--- src/design/drc3_pkg.sv ---
`default_nettype none
package drc3_pkg;

  localparam int CORDIC_STAGES = 16;
  localparam int ATAN_ENTRIES  = 24;
  localparam int NUM_STAGES    = (CORDIC_STAGES < ATAN_ENTRIES) ? CORDIC_STAGES : ATAN_ENTRIES;
  localparam int CNT_W         = $clog2(NUM_STAGES);

  localparam int ANG_W = 16;
  localparam int SUM_W = 18;
  localparam int SPD_W = 32;
  localparam int POS_W = 48;
  localparam int XY_W  = 34;
  localparam int CS_W  = 32;
  localparam int MA_W  = 34;
  localparam int MB_W  = 32;
  localparam int P_W   = MA_W + MB_W;

  localparam int FULL_TURN    = 46080;
  localparam int HALF_TURN    = 23040;
  localparam int QUARTER_TURN = 11520;

  // Binary angle z = trunc(a * 2^32 / 46080) = trunc(a * 2^22 / 45).
  // floor(m * 2^22 / 45) is taken as (m * RECIP_45) >> 14, which can be low by one.
  localparam int Z_SHIFT     = 22;
  localparam int DIVISOR     = 45;
  localparam int RECIP_45    = 1527099483;
  localparam int RECIP_SHIFT = 14;
  localparam int MAG_W       = 14;
  localparam int Q_W         = 31;
  localparam int NUM_W       = MAG_W + Z_SHIFT;

  localparam int PROD_SHIFT = 30;
  localparam int D_W        = 34;
  localparam int CORDIC_GAIN_Q30 = 652032874;

  typedef struct packed {
    logic                   done;
    logic signed [CS_W-1:0] cos_v;
    logic signed [CS_W-1:0] sin_v;
  } cor_res_t;

  function automatic logic [ANG_W-1:0] wrap_angle(input logic signed [SUM_W-1:0] s);
    logic signed [SUM_W:0] v;
    v = (SUM_W+1)'(s);
    if (v < 0) v = v + (SUM_W+1)'(FULL_TURN);
    if (v < 0) v = v + (SUM_W+1)'(FULL_TURN);
    if (v >= (SUM_W+1)'(FULL_TURN)) v = v - (SUM_W+1)'(FULL_TURN);
    if (v >= (SUM_W+1)'(FULL_TURN)) v = v - (SUM_W+1)'(FULL_TURN);
    return v[ANG_W-1:0];
  endfunction

  function automatic logic signed [SPD_W-1:0] sat_speed(input logic signed [SPD_W+1:0] s);
    logic signed [SPD_W-1:0] r;
    if (s[SPD_W+1] == 1'b0 && s[SPD_W:SPD_W-1] != 2'b00) begin
      r = {1'b0, {(SPD_W-1){1'b1}}};
    end else if (s[SPD_W+1] == 1'b1 && s[SPD_W:SPD_W-1] != 2'b11) begin
      r = {1'b1, {(SPD_W-1){1'b0}}};
    end else begin
      r = s[SPD_W-1:0];
    end
    return r;
  endfunction

  function automatic logic signed [POS_W-1:0] sat_pos(input logic signed [POS_W:0] s);
    logic signed [POS_W-1:0] r;
    if (s[POS_W] != s[POS_W-1]) begin
      r = s[POS_W] ? {1'b1, {(POS_W-1){1'b0}}} : {1'b0, {(POS_W-1){1'b1}}};
    end else begin
      r = s[POS_W-1:0];
    end
    return r;
  endfunction

  function automatic logic signed [XY_W-1:0] atan_bam(input logic [4:0] i);
    logic signed [XY_W-1:0] r;
    case (i)
      5'd0:  r = 34'sd536870912;
      5'd1:  r = 34'sd316933406;
      5'd2:  r = 34'sd167458907;
      5'd3:  r = 34'sd85004756;
      5'd4:  r = 34'sd42667331;
      5'd5:  r = 34'sd21354465;
      5'd6:  r = 34'sd10679838;
      5'd7:  r = 34'sd5340245;
      5'd8:  r = 34'sd2670163;
      5'd9:  r = 34'sd1335087;
      5'd10: r = 34'sd667544;
      5'd11: r = 34'sd333772;
      5'd12: r = 34'sd166886;
      5'd13: r = 34'sd83443;
      5'd14: r = 34'sd41722;
      5'd15: r = 34'sd20861;
      5'd16: r = 34'sd10430;
      5'd17: r = 34'sd5215;
      5'd18: r = 34'sd2608;
      5'd19: r = 34'sd1304;
      5'd20: r = 34'sd652;
      5'd21: r = 34'sd326;
      5'd22: r = 34'sd163;
      5'd23: r = 34'sd81;
      default: r = '0;
    endcase
    return r;
  endfunction

endpackage
`default_nettype wire

--- src/design/drc3_mul.sv ---
`default_nettype none
module drc3_mul (
  input  wire logic                                clk,
  input  wire logic signed [drc3_pkg::MA_W-1:0]    a,
  input  wire logic signed [drc3_pkg::MB_W-1:0]    b,
  output logic signed [drc3_pkg::P_W-1:0]          p
);

  logic signed [drc3_pkg::P_W-1:0] p_r;

  always_ff @(posedge clk) begin
    p_r <= drc3_pkg::P_W'(a) * drc3_pkg::P_W'(b);
  end

  assign p = p_r;

endmodule
`default_nettype wire

--- config.mk ---
export PLATFORM = sky130hd
export DESIGN_NAME = drc3_mul
export DESIGN_NICKNAME = d
export VERILOG_FILES = /design/src/design/drc3_pkg.sv /design/src/design/drc3_mul.sv
export SDC_FILE = /design/constraint.sdc
export NUM_CORES = 2
export LEC_CHECK = 0
export ABC_CLOCK_PERIOD_IN_PS = 20200
export BUFFER_PORTS_ARGS = -buffer_cell sky130_fd_sc_hd__buf_2
export CAP_MARGIN = 20
export CORE_ASPECT_RATIO = 1.5
export CORE_MARGIN = 5
export CORE_UTILIZATION = 30
export DETAILED_ROUTE_END_ITERATION = 6
export PLACE_DENSITY = 0.47
export RECOVER_POWER = 100
export SLEW_MARGIN = 15
export SYNTH_ARGS = -nofsm -noshare
export SYNTH_HDL_FRONTEND = slang
export SYNTH_SLANG_ARGS = --single-unit
--- constraint.sdc ---
create_clock -name clk -period 20.2 [get_ports clk]
set_input_delay 3.03 -clock clk [delete_from_list [all_inputs] [get_ports clk]]
set_output_delay 3.03 -clock clk [all_outputs]
set_load 0.1 [all_outputs]
Word level (Yosys, flattened, before mapping) --
Cells that the tools add are included.
Word-level totals: register bits after elaboration 66, bits of input ports 67, output and inout port bits 66, word-level logic and storage cells 2
Operators by class: multipliers 1
Operator list (number):
- multiplier 34 x 32 -> 66 bit | 1

Longest topological paths before layout --
depth in word-level cells 1, mapped depth 29, gate-level depth less buffers 28

Worst setup path before layout --
No wires, ideal clock.
kind input -> register, start point in a[33] in the netlist's numbering, end point reg p_r, in the netlist p[65], setup time 0.072 ns, data arrival time 10.209 ns, required time 20.128 ns, slack 9.919 ns, stages 23, buffers on the path 2, cell sequence clkbuf_1 -> nand2_1 -> inv_1 -> fa_1 -> inv_1 -> fa_1 -> fa_1 -> inv_1 -> fa_1 -> inv_1 -> fa_1 -> fa_1 -> fa_1 -> fa_1 -> inv_1 -> ha_1 -> clkbuf_1 -> and3_1 -> nand3_1 -> or2_2 -> o211a_1 -> o31ai_2 -> xnor2_1
On the way: word-level cells in the longest chain between the ends 1
Ends and longest elaborated chain:
- start: declaration | line drc3_mul.sv:4 | input wire logic signed [drc3_pkg::MA_W-1:0] a,
- multiplier 34 x 32 -> 66 bit | line drc3_mul.sv:12 | p_r <= drc3_pkg::P_W'(a) * drc3_pkg::P_W'(b);
- end signal: assignment | line drc3_mul.sv:12
- end: declaration | line drc3_mul.sv:9 | logic signed [drc3_pkg::P_W-1:0] p_r;
Every way passes these cells.

Final worst setup path --
start point in a[0] in the netlist's numbering, end point reg p_r, in the netlist p[55]
The elaborated chain is that of the path after synthesis.

==> impl_metrics.yaml <==
status:
  run_status: "complete, but fails checks"
  failed_checks: "max-capacitance violations, max-slew violations"
timing:
  clock.fmax_mhz: 80.2
  worst-slew-pin-transition_ns: 2.30
  setup_viol: 0
  timing_max_transition_violations_final: 33
  period_minus_slack_ns: 12.46
  share_of_the_cycle_needed_by_the_critical_path_after_routing: 0.617
  rsz_0062_raised_after_global_routing: "false"
  timing.slew.headroom: -0.532
  final.setup.tns_ns: 0
  final_hold_viol_count: 0
setup_path:
  startpoint_type: "primary input"
  worst-endpoint-required_ns: 20.46
  worst-setup-path-type: "in -> reg"
  critPathCaptureType: "register"
  worst_ep_arrival_time_ns: 12.73
  crit_path_max_fanout: 32
synth:
  synth.most_common_cell: "sky130_fd_sc_hd__fa_1"
  synthDistinctLibCells: 61
  largest_area_contributor_in_the_netlist: "sky130_fd_sc_hd__fa_1"
  synthTopCellsByCount: "sky130_fd_sc_hd__fa_1 (1142), sky130_fd_sc_hd__inv_1 (1053), sky130_fd_sc_hd__nand2_1 (565), sky130_fd_sc_hd__and2_1 (534), sky130_fd_sc_hd__clkbuf_1 (219)"
  synth.area.top_cells: "sky130_fd_sc_hd__fa_1 (58%), sky130_fd_sc_hd__inv_1 (10%), sky130_fd_sc_hd__and2_1 (8.4%)"
  synth_fp_nets: 5609
  synth_area_um2: 39700
  number_of_warning_messages_in_the_yosys_log: 0
  asyncSetResetFlopFracSynth: 0
  synth_mux_area_frac: 0
  synth-simple-area-share: 0.156
  synth.yosys.seq_area_share: 0.0333
  ys_seq_elements: 66
  largest_family_of_logic_cells_by_synthesized_area: "adder cells"
  synthXorXnorAreaFrac: 0.0161
  synth-compound-area-share: 0.0379
  synth_edf_count: 0
  synth_ff_type: "sky130_fd_sc_hd__dfxtp_1"
  synthesis.instances: 4212
  post-synth-top-area-fraction: 0.576
  synthesis.area_per_instance_um2: 9.42
  synthAdderAreaFrac: 0.635
clock_network:
  tritoncts.num_buffers: 9
  cts_tree: "yes"
  count_of_hold_fix_buffers_inserted_at_cts: 0
  path_clk_slew_ns: 0.09
  ctsResizeCount: 0
  cts.repair_timing.setup_buffer_count: 0
  h_tree_lvls: 3
  tritoncts_num_sinks: 66
  ctsRootBufferMaster: "sky130_fd_sc_hd__clkbuf_16"
  buffer_depth_of_the_longest_clock_path: 2
cells_and_area:
  area_delta_synth_final_pct: 5.96
  nFillCells: 13900
  largest_reg_flops: 66
  final_layout_size_suffix_gt1_frac: 0.0309
  layout.nets: 5561
drt:
  route.detailed.drc: 0
  via_count: 27500
  met3RoutedLength_mm: 3.90
  wl_met1_mm: 40.8
  drtIter0Drc: 1136
  routed.top_layer: "met5"
  dr_wl_met2_mm: 75.2
  ant_nets: 0
  detail_route.first_pass.iterations: 5
  drt_wl_total_mm: 127
  via_per_inst: 4.66
  post_drt_wl_per_cell_um: 21.6
floorplanning:
  die_w_um: 307
  die_y_um: 456
  floorplan.core_area_um2: 132000
  dieArea_um2: 140000
  io_pins: 133
  initial_utilization: 0.302
  floorplan.rows: 163
placement:
  place.detailed.hpwl_mm: 103
  placement.io_buffers: 132
  gp_congestion: 0.846
global_route:
  grt_pass1_wl_mm: 197
  via_count_of_the_first_global_routing_pass: 32400
  antenna_found_initial: 19
  pin_count_of_the_biggest_net_entering_global_routing: 35
  grt.total_usage: 0.188
  grt-ovfl-total: 0
hold_path:
  worst_min_delay_path_category: "in -> reg"
flow_run:
  maxCapViolCount: 1
worst paths after layout:
check  from            end  slack, ns  cells past startpoint
max    a[0]  p[55]$_DFF_P_       7.74                     26
min    b[0]   p[0]$_DFF_P_       3.41                      2
layer usage:
| layer | vias up | global-route usage |
|---|---|---|
| li1 | 11900 | - |
| met1 | 14800 | 0.183 |
| met2 | 564 | 0.383 |
| met3 | 266 | 0.0213 |
| met4 | 16 | 0.0900 |
| met5 | - | 0 |
layout make-up:
type                       instances  area, um2  area share
antenna                            5       12.5    0.000297
clock buffer                      12        267     0.00634
clock inverter                     4       32.5    0.000773
inverter                        1053       3950      0.0940
multi-input combinational       2866      33500       0.796
sequential                        66       1320      0.0314
tap                             1732       2170      0.0515
timing repair buffer             168        843      0.0201
cell usage in the layout (no fill, tap or decap), types with 36 or more instances in the layout:
master and count:
sky130_fd_sc_hd__xnor2_1 52, sky130_fd_sc_hd__a21oi_1 73, sky130_fd_sc_hd__nor2_1 64, sky130_fd_sc_hd__ha_1 188
sky130_fd_sc_hd__clkbuf_1 68, sky130_fd_sc_hd__inv_1 1053, sky130_fd_sc_hd__nand2_1 565, sky130_fd_sc_hd__fa_1 1142
sky130_fd_sc_hd__buf_2 65, sky130_fd_sc_hd__and2_1 532, sky130_fd_sc_hd__dfxtp_1 66, sky130_fd_sc_hd__o21ai_0 36
stage by stage:
step	util	hold WS [ns]	cell area [um2]	setup slack, ns	cells
6_report	0.320	3.41	42100	7.74	5906
5_1_grt	0.320	3.41	42000	7.22	5901
3_5_place_dp	0.319	3.58	41900	8.25	5885
4_1_cts	0.321	3.40	42200	8.71	5901
2_1_floorplan	-	3.16	39700	9.92	4212
3_3_place_gp	0.319	3.58	41900	8.26	5884
critical path, cell delays in order:
cell,delay (ns)
sky130_fd_sc_hd__clkbuf_1,1.59
sky130_fd_sc_hd__nand2_1,0.20
sky130_fd_sc_hd__fa_1,0.56
sky130_fd_sc_hd__inv_1,0.06
sky130_fd_sc_hd__fa_1,0.36
sky130_fd_sc_hd__inv_1,0.07
sky130_fd_sc_hd__fa_1,0.44
sky130_fd_sc_hd__fa_1,0.49
sky130_fd_sc_hd__inv_1,0.04
sky130_fd_sc_hd__ha_1,0.26
sky130_fd_sc_hd__ha_1,0.27
sky130_fd_sc_hd__inv_1,0.05
sky130_fd_sc_hd__fa_1,0.47
sky130_fd_sc_hd__inv_1,0.05
sky130_fd_sc_hd__fa_1,0.45
sky130_fd_sc_hd__ha_1,0.38
sky130_fd_sc_hd__inv_1,0.12
sky130_fd_sc_hd__a2111oi_0,0.07
sky130_fd_sc_hd__a211oi_1,0.95
sky130_fd_sc_hd__a21oi_1,0.23
sky130_fd_sc_hd__a2111oi_0,1.06
sky130_fd_sc_hd__nor4b_2,0.14
sky130_fd_sc_hd__clkbuf_1,0.30
sky130_fd_sc_hd__o31ai_1,0.57
sky130_fd_sc_hd__o21ai_0,0.24
sky130_fd_sc_hd__xor2_1,0.19
cell families (layout without fill, tap and decap cells):
| family | count (synthesis) | in the layout |
|---|---|---|
| compound gates | 219 | 219 |
| flops | 66 | 66 |
| other cells | 0 | 5 |
| fa+ha+maj | 1330 | 1330 |
| buf+inv | 1280 | 1237 |
| simple gates | 1244 | 1244 |
| xor+xnor | 73 | 73 |
Power is not shown: default switching activity piles up to over one toggle a cycle in this logic, so the estimate is an artifact.
