`config.mk`:
```
export PLATFORM = sky130hd
export DESIGN_NAME = drc3_cordic
export DESIGN_NICKNAME = d
export VERILOG_FILES = /design/src/design/drc3_pkg.sv /design/src/design/drc3_cordic.sv
export SDC_FILE = /design/constraint.sdc
export NUM_CORES = 1
export LEC_CHECK = 0
export BUFFER_PORTS_ARGS = -buffer_cell sky130_fd_sc_hd__buf_4
export CORE_ASPECT_RATIO = 1.1
export CORE_UTILIZATION = 50
export CTS_CLUSTER_DIAMETER = 40
export DETAILED_ROUTE_END_ITERATION = 10
export PLACE_DENSITY = 0.76
export SYNTH_ARGS = -nofsm -noshare
export SYNTH_HDL_FRONTEND = slang
export SYNTH_SLANG_ARGS = --single-unit
```
`constraint.sdc`:
```
create_clock -name clk -period 5.67 [get_ports clk]
set_clock_uncertainty 0.15 [all_clocks]
set_input_delay 0.2835 -clock clk [delete_from_list [all_inputs] [get_ports clk]]
set_output_delay 0.2835 -clock clk [all_outputs]
set_load 0.03 [all_outputs]
```
`src/design/drc3_pkg.sv`:
```
`default_nettype none
package drc3_pkg;

  localparam int CORDIC_STAGES = 16;
  localparam int ATAN_ENTRIES  = 24;
  localparam int NUM_STAGES    = (CORDIC_STAGES < ATAN_ENTRIES) ? CORDIC_STAGES : ATAN_ENTRIES;
  localparam int CNT_W         = $clog2(NUM_STAGES);

  localparam int ANG_W = 16;
  localparam int SUM_W = 18;
  localparam int SPD_W = 32;
  localparam int POS_W = 48;
  localparam int XY_W  = 34;
  localparam int CS_W  = 32;
  localparam int MA_W  = 34;
  localparam int MB_W  = 32;
  localparam int P_W   = MA_W + MB_W;

  localparam int FULL_TURN    = 46080;
  localparam int HALF_TURN    = 23040;
  localparam int QUARTER_TURN = 11520;

  // Binary angle z = trunc(a * 2^32 / 46080) = trunc(a * 2^22 / 45).
  // floor(m * 2^22 / 45) is taken as (m * RECIP_45) >> 14, which can be low by one.
  localparam int Z_SHIFT     = 22;
  localparam int DIVISOR     = 45;
  localparam int RECIP_45    = 1527099483;
  localparam int RECIP_SHIFT = 14;
  localparam int MAG_W       = 14;
  localparam int Q_W         = 31;
  localparam int NUM_W       = MAG_W + Z_SHIFT;

  localparam int PROD_SHIFT = 30;
  localparam int D_W        = 34;
  localparam int CORDIC_GAIN_Q30 = 652032874;

  typedef struct packed {
    logic                   done;
    logic signed [CS_W-1:0] cos_v;
    logic signed [CS_W-1:0] sin_v;
  } cor_res_t;

  function automatic logic [ANG_W-1:0] wrap_angle(input logic signed [SUM_W-1:0] s);
    logic signed [SUM_W:0] v;
    v = (SUM_W+1)'(s);
    if (v < 0) v = v + (SUM_W+1)'(FULL_TURN);
    if (v < 0) v = v + (SUM_W+1)'(FULL_TURN);
    if (v >= (SUM_W+1)'(FULL_TURN)) v = v - (SUM_W+1)'(FULL_TURN);
    if (v >= (SUM_W+1)'(FULL_TURN)) v = v - (SUM_W+1)'(FULL_TURN);
    return v[ANG_W-1:0];
  endfunction

  function automatic logic signed [SPD_W-1:0] sat_speed(input logic signed [SPD_W+1:0] s);
    logic signed [SPD_W-1:0] r;
    if (s[SPD_W+1] == 1'b0 && s[SPD_W:SPD_W-1] != 2'b00) begin
      r = {1'b0, {(SPD_W-1){1'b1}}};
    end else if (s[SPD_W+1] == 1'b1 && s[SPD_W:SPD_W-1] != 2'b11) begin
      r = {1'b1, {(SPD_W-1){1'b0}}};
    end else begin
      r = s[SPD_W-1:0];
    end
    return r;
  endfunction

  function automatic logic signed [POS_W-1:0] sat_pos(input logic signed [POS_W:0] s);
    logic signed [POS_W-1:0] r;
    if (s[POS_W] != s[POS_W-1]) begin
      r = s[POS_W] ? {1'b1, {(POS_W-1){1'b0}}} : {1'b0, {(POS_W-1){1'b1}}};
    end else begin
      r = s[POS_W-1:0];
    end
    return r;
  endfunction

  function automatic logic signed [XY_W-1:0] atan_bam(input logic [4:0] i);
    logic signed [XY_W-1:0] r;
    case (i)
      5'd0:  r = 34'sd536870912;
      5'd1:  r = 34'sd316933406;
      5'd2:  r = 34'sd167458907;
      5'd3:  r = 34'sd85004756;
      5'd4:  r = 34'sd42667331;
      5'd5:  r = 34'sd21354465;
      5'd6:  r = 34'sd10679838;
      5'd7:  r = 34'sd5340245;
      5'd8:  r = 34'sd2670163;
      5'd9:  r = 34'sd1335087;
      5'd10: r = 34'sd667544;
      5'd11: r = 34'sd333772;
      5'd12: r = 34'sd166886;
      5'd13: r = 34'sd83443;
      5'd14: r = 34'sd41722;
      5'd15: r = 34'sd20861;
      5'd16: r = 34'sd10430;
      5'd17: r = 34'sd5215;
      5'd18: r = 34'sd2608;
      5'd19: r = 34'sd1304;
      5'd20: r = 34'sd652;
      5'd21: r = 34'sd326;
      5'd22: r = 34'sd163;
      5'd23: r = 34'sd81;
      default: r = '0;
    endcase
    return r;
  endfunction

endpackage
`default_nettype wire

```
`src/design/drc3_cordic.sv`:
```
`default_nettype none
module drc3_cordic (
  input  wire logic                                clk,
  input  wire logic                                rst_n,
  input  wire logic                                start,
  input  wire logic signed [drc3_pkg::XY_W-1:0]    z_in,
  output drc3_pkg::cor_res_t                       res
);

  localparam logic [drc3_pkg::CNT_W-1:0] LAST = drc3_pkg::CNT_W'(drc3_pkg::NUM_STAGES - 1);

  logic signed [drc3_pkg::XY_W-1:0] x_r, y_r, z_r;
  logic signed [drc3_pkg::XY_W-1:0] x_nxt, y_nxt, z_nxt;
  logic signed [drc3_pkg::XY_W-1:0] x_sh, y_sh, ang;
  logic [drc3_pkg::CNT_W-1:0]       cnt_r;
  logic                             busy_r;

  // One micro-rotation per cycle; the stage index sets both shifts.
  always_comb begin
    x_sh = x_r >>> cnt_r;
    y_sh = y_r >>> cnt_r;
    ang  = drc3_pkg::atan_bam(5'(cnt_r));
    if (!z_r[drc3_pkg::XY_W-1]) begin
      x_nxt = x_r - y_sh;
      y_nxt = y_r + x_sh;
      z_nxt = z_r - ang;
    end else begin
      x_nxt = x_r + y_sh;
      y_nxt = y_r - x_sh;
      z_nxt = z_r + ang;
    end
  end

  always_ff @(posedge clk) begin
    if (!rst_n) begin
      busy_r <= 1'b0;
      cnt_r  <= '0;
    end else if (start) begin
      busy_r <= 1'b1;
      cnt_r  <= '0;
    end else if (busy_r) begin
      cnt_r <= cnt_r + 1'b1;
      if (cnt_r == LAST) busy_r <= 1'b0;
    end
  end

  always_ff @(posedge clk) begin
    if (start) begin
      x_r <= drc3_pkg::XY_W'(drc3_pkg::CORDIC_GAIN_Q30);
      y_r <= '0;
      z_r <= z_in;
    end else if (busy_r) begin
      x_r <= x_nxt;
      y_r <= y_nxt;
      z_r <= z_nxt;
    end
  end

  // The last stage's sums are handed out directly and latched by the caller.
  assign res.done  = busy_r && (cnt_r == LAST);
  assign res.cos_v = x_nxt[drc3_pkg::CS_W-1:0];
  assign res.sin_v = y_nxt[drc3_pkg::CS_W-1:0];

endmodule
`default_nettype wire
```
**After elaboration in Yosys (flattened, before gate mapping)**

Memories as Yosys holds them, arrays and structs flattened. A register that Yosys moved wholly into a read port is not among the register bits.
Cells that the tools add are included.

- $add $sub $neg: 7
- Eq/ne operators: 1
- Shift-type cells: 2
- Multiplexer cells: 10
- Bitwise gates (word level): 1
- Reduce and logical (&&, ||, !) cells: 3

Operators by type and width:

| kind | number |
|---|---|
| $mux W34 | 5 |
| $add A34 B34 Y34 | 3 |
| $sub A34 B34 Y34 | 3 |
| $sshr A34 B4 Y34 | 2 |
| $mux W4 | 2 |
| $add A4 B1 Y4 const B | 1 |
| $eq A4 B4 Y1 const B | 1 |
| $mux W1 | 3 |
| $reduce_bool A2 Y1 | 1 |
| $reduce_or A2 Y1 | 1 |
| $logic_and A1 B1 Y1 | 1 |
| $not A1 Y1 | 1 |

- Register bits after elaboration: 107
- Memory bits (read-only): 480
- Bits of input ports: 37
- Output and inout port bits: 65
- Word-level logic and storage cells: 30
- Memories: 1

Memories:

| memory | depth | width | read ports | clocked after Yosys merged registers in | write ports | line | RTL |
|---|---|---|---|---|---|---|---|
| (no name shown) | 16 | 30 | 1 | 1 | 0 | drc3_pkg.sv:77 | `case (i)` |

**Longest topological paths before layout**

- Depth in word-level cells: 4
- Depth in mapped cells: 29
- Gate-level depth less buffers: 23

**Worst setup path before layout**

No wires, ideal clock.

- Path type: register to output
- From: register cnt_r[2] (netlist name)
- To: output port res[18] (netlist name)
- Arrival time: 5.508 ns
- Required time: 5.237 ns
- Slack: -0.272 ns
- Cell stages (with the launch flop): 22
- Buffers on the path: 8
- Cell sequence: dfxtp_1 > buf_4 > buf_4 > buf_2 > buf_2 > buf_2 > buf_2 > buf_1 > o21ai_0 > mux4_2 > a21oi_1 > xnor2_1 > ha_1 > a211o_1 > o311ai_0 > or4b_2 > a21oi_1 > o21ai_0 > a31oi_1 > nor2b_1 > xnor2_1 > buf_4

- Cells in the longest elaborated chain, start to end: 3
- Elaborated cells on any way between the ends: 4
- Those cells by class: 2 x add/sub; 1 x shift; 1 x mux

Ends and longest elaborated chain:

| item | line | RTL |
|---|---|---|
| from (decl) | drc3_cordic.sv:15 | `logic [drc3_pkg::CNT_W-1:0] cnt_r;` |
| from (signal assigned) | drc3_cordic.sv:42 | `cnt_r <= cnt_r + 1'b1;` |
| $sshr A34 B4 Y34 (*) | drc3_cordic.sv:20 | `x_sh = x_r >>> cnt_r;` |
| $add A34 B34 Y34 or $sub A34 B34 Y34 (tied branches) | drc3_cordic.sv:25, drc3_cordic.sv:29 |  |
| $mux W34 (*) | drc3_cordic.sv:23 | `if (!z_r[drc3_pkg::XY_W-1]) begin` |
| to (decl) | drc3_cordic.sv:7 | `output drc3_pkg::cor_res_t res` |

Every way passes the cells marked *; elsewhere a longest branch is shown, timed or not.

==> summary.md <==
TritonCTS built the clock tree. The fraction of synthesis flops using an asynchronous set or reset pin works out to 0. The library cell used most frequently in the layout, excluding fill and tap cells, is sky130_fd_sc_hd__buf_4.

The first detailed-routing pass ran for 6 iterations. Final critical-path share of the clock period: 1.04. The run finished, with violations left. For the number of max-capacitance violations reported, the log shows 0.

The final layout contains routed wiring with a total length of 53800 µm. CTS saw 137 sinks. At the later pin of the worst-skew pair, clock insertion delay measures 0.47 ns. The path class of the tightest hold or removal check is in -> reg. The top cell types in the final layout, fill and taps aside, are sky130_fd_sc_hd__buf_4, sky130_fd_sc_hd__nand2_1, sky130_fd_sc_hd__nor2_1, sky130_fd_sc_hd__a21oi_1, sky130_fd_sc_hd__o21ai_0. In this run the horizontal extent of the chip is 176 µm. Net count of the mapped netlist: 2210. The count of different cell masters after synthesis was 87.

After detailed routing, the number of remaining DRC violations is 0. The routed design could run at a clock period as short as 5.89 ns. By area the synthesized netlist is led by sky130_fd_sc_hd__dfxtp_1, sky130_fd_sc_hd__ha_1, sky130_fd_sc_hd__mux4_2.

Summing over every cut layer, the via total after detailed routing is 16500. For this block, the initial DRC count from the detailed router was 1268. The total core area was 32600 µm²; the half-perimeter wire length after detailed placement was 40000 µm. The global-route usage over all layers was 0.307; the warning count from the yosys run was 0. The synthesized area divided by synthesized cell count came out at 8.12 µm². Number of enable-type register cells in the synthesized netlist: 34. The worst setup path category was reg -> out. For the number of placed instances, taps included, the log shows 2573. The logs give 2 for the largest buffer count on any clock path and -0.174 ns for the worst slack at placement.

The register area share after synthesis is 0.184. The share of the synthesized area in the top cell type works out to 0.123. The via count normalized by instance count is 6.12, and the worst-margin pin slew is 0.874 ns.

Global-route wire length before repair: 83400 µm. The flip-flop and latch count after synthesis is 137. For the number of placement rows, the log shows 69.

Maximum clock rate: 0.170 GHz. The vertical die dimension came out at 194 µm. The mean routed wirelength per cell was 20.0 µm; the count of buffers inserted at the top-level ports was 101. The post-CTS clock slew at the launch and capture registers of the worst setup and hold paths works out to 0.07 ns.

For the number of antenna violations at the first check in global routing, the log shows 0. STA classifies the critical path endpoint as a primary output. The tools report the number of global-route vias before repair as 16100. The repair_antennas step left the layout with diodes totalling 0. In this run the number of H-tree levels came out at 4. The tools report the pin count of the biggest net entering global routing as 85.

Endpoint of the worst hold path: z_r[33]. The post-route antenna net violation count is 0. At the end of routability-driven placement, the weighted congestion stood at 1.01. The worst hold path begins at z_in[33]. The initial cell density of the core is 0.513.

The top-level port count is 102. The most used flip-flop cell after synthesis is sky130_fd_sc_hd__dfxtp_1. The share of post-route cells with drive strength above 1 came out at 0.260.

The beginning of the worst register-to-register path is cnt_r[1]. The least setup slack across all paths after layout was -0.224 ns; the number of cells on the worst hold path was 3. Setup slack on the worst reg-to-reg path comes out at 0.18 ns. The tightest slew margin relative to the limit was 0.413.

The total overflow left after global routing is 0. Setup repair after global routing could not meet its margin everywhere. The run gives 2060 as the number of instances in the synthesized netlist.

STA classifies the critical path startpoint as a register. Compared with the post-synthesis result, the final layout area differs by 22.6%. The cell at the root of the clock tree was sky130_fd_sc_hd__clkbuf_16. STA puts the critical path data required time at 5.24 ns.

The count of final hold-check violations is 0, and the final cell count without fillers is 2697. The tools report the max-slew violation count as 0. The leading area contributor after synthesis is sky130_fd_sc_hd__dfxtp_1. In the final design database the tool counted 2408 nets. The worst hold slack after final layout is 0.0554 ns. The final reports fail on setup timing.

The cell area after technology mapping was 16700 µm²; the worst reg2reg path depth was 20. Setup violations remaining at the end of the flow were counted as 13. The die covers 34200 µm².

Of all nets on the critical path, the largest fanout is 4. Worst reg2reg path endpoint: x_r[33]. Buffers inserted during clock tree synthesis total 17. For the worst setup path, the data arrival time is 5.46 ns.
-- repair_timing --
action,CTS,global route
setup endpoints to repair,31,38
endpoints found under the hold margin,34,0
gates cloned,1,1
resized for setup,89,104
pin swaps,35,66
setup buffers,31,31
hold buffers,34,0
-- registers in the layout (all words and copies together), names as in the netlist --
| register | flops |
|---|---|
| x_r | 34 |
| y_r | 34 |
| z_r | 34 |
| ang | 30 |
| cnt_r | 4 |
| busy_r | 1 |
-- worst max-delay path, cell delays in order (launching register included) --
cell and delay, ns:
sky130_fd_sc_hd__dfxtp_4 0.39, sky130_fd_sc_hd__buf_12 0.12, sky130_fd_sc_hd__mux4_2 0.53, sky130_fd_sc_hd__mux4_2 0.50
sky130_fd_sc_hd__a211o_1 0.29, sky130_fd_sc_hd__a211oi_4 0.28, sky130_fd_sc_hd__nor2b_4 0.20, sky130_fd_sc_hd__a21oi_2 0.06
sky130_fd_sc_hd__xnor2_1 0.16, sky130_fd_sc_hd__ha_1 0.33, sky130_fd_sc_hd__a211o_1 0.36, sky130_fd_sc_hd__o311ai_4 0.27
sky130_fd_sc_hd__or4b_4 0.52, sky130_fd_sc_hd__a21oi_4 0.21, sky130_fd_sc_hd__o21ai_4 0.08, sky130_fd_sc_hd__a31oi_1 0.20
sky130_fd_sc_hd__nor2b_2 0.18, sky130_fd_sc_hd__xnor2_1 0.14, sky130_fd_sc_hd__buf_4 0.19
-- layer usage --
metal | part of all wire | vias to the layer above | global-route usage
li1 | - | 7886 | -
met2 | 0.51 | 587 | 0.548
met3 | 0.045 | 185 | 0.0347
met4 | 0.056 | 0 | 0.178
met5 | 0 | - | 0
met1 | 0.39 | 7841 | 0.352
-- cell type report --
type,instances,area [µm²]
fillers,2778,12100
inverters,70,263
repair buffers,356,2970
clock buffers,18,450
flip-flops and latches,137,3100
well taps,426,533
clock inverters,14,120
multi-input cells,1676,13100
-- logic make-up (layout without fill, tap and decap cells) --
group,count (synthesis),in the layout,share of synthesized area
AOI/OAI and AO/OA,562,562,0.211
xor gates and xnor gates,182,182,0.0953
adders and majority gates,113,113,0.0859
buffers and inverters,247,458,0.0765
DFF,137,137,0.184
muxes,215,215,0.177
and+or+nand+nor,604,604,0.170
-- through the flow --
step	setup TNS, ns	area, µm²	utilization
global placement	-0.199	18300	0.561
global route	-5.18	20500	0.628
floorplan	-0.0698	16700	-
CTS	-1.14	19800	0.608
finish	-1.18	20500	0.628
detailed placement	-0.748	18300	0.561
-- Yosys cell counts (8+ instances only) --
cell and instances:
sky130_fd_sc_hd__clkbuf_1 63, sky130_fd_sc_hd__xor2_1 77, sky130_fd_sc_hd__nand2_1 190, sky130_fd_sc_hd__a211oi_1 22, sky130_fd_sc_hd__a21oi_1 181, sky130_fd_sc_hd__o211ai_1 14, sky130_fd_sc_hd__and3_1 18, sky130_fd_sc_hd__nand3_1 34
sky130_fd_sc_hd__a21o_1 43, sky130_fd_sc_hd__mux4_2 61, sky130_fd_sc_hd__nor2_1 193, sky130_fd_sc_hd__xnor2_1 105, sky130_fd_sc_hd__buf_2 12, sky130_fd_sc_hd__inv_1 67, sky130_fd_sc_hd__dfxtp_1 103, sky130_fd_sc_hd__o21bai_1 22
sky130_fd_sc_hd__and2_1 14, sky130_fd_sc_hd__o21ai_0 131, sky130_fd_sc_hd__and4_1 10, sky130_fd_sc_hd__nor4_1 14, sky130_fd_sc_hd__nor3_1 29, sky130_fd_sc_hd__o21a_1 16, sky130_fd_sc_hd__nor2b_1 24, sky130_fd_sc_hd__nand4_1 16
sky130_fd_sc_hd__or3_1 8, sky130_fd_sc_hd__o31ai_1 13, sky130_fd_sc_hd__edfxtp_1 34, sky130_fd_sc_hd__a31oi_1 25, sky130_fd_sc_hd__ha_1 110, sky130_fd_sc_hd__buf_1 21, sky130_fd_sc_hd__buf_4 75, sky130_fd_sc_hd__mux2_2 37
sky130_fd_sc_hd__nand2b_1 25, sky130_fd_sc_hd__mux2i_1 117
-- how the worst max path moves through the flow --
| stage | startpoint | to | depth (start not counted) |
|---|---|---|---|
| after CTS | cnt_r[1] | res[30] | 22 |
| after detailed placement | cnt_r[1] | res[30] | 21 |
| after global routing | cnt_r[1] | res[61] | 21 |
| final | cnt_r[1] | res[18] | 18 |
| after floorplan | cnt_r[1] | res[18] | 21 |
| after global placement | cnt_r[1] | res[30] | 21 |
Power is not shown: default switching activity piles up to over one toggle a cycle in this logic, so the estimate is an artifact.
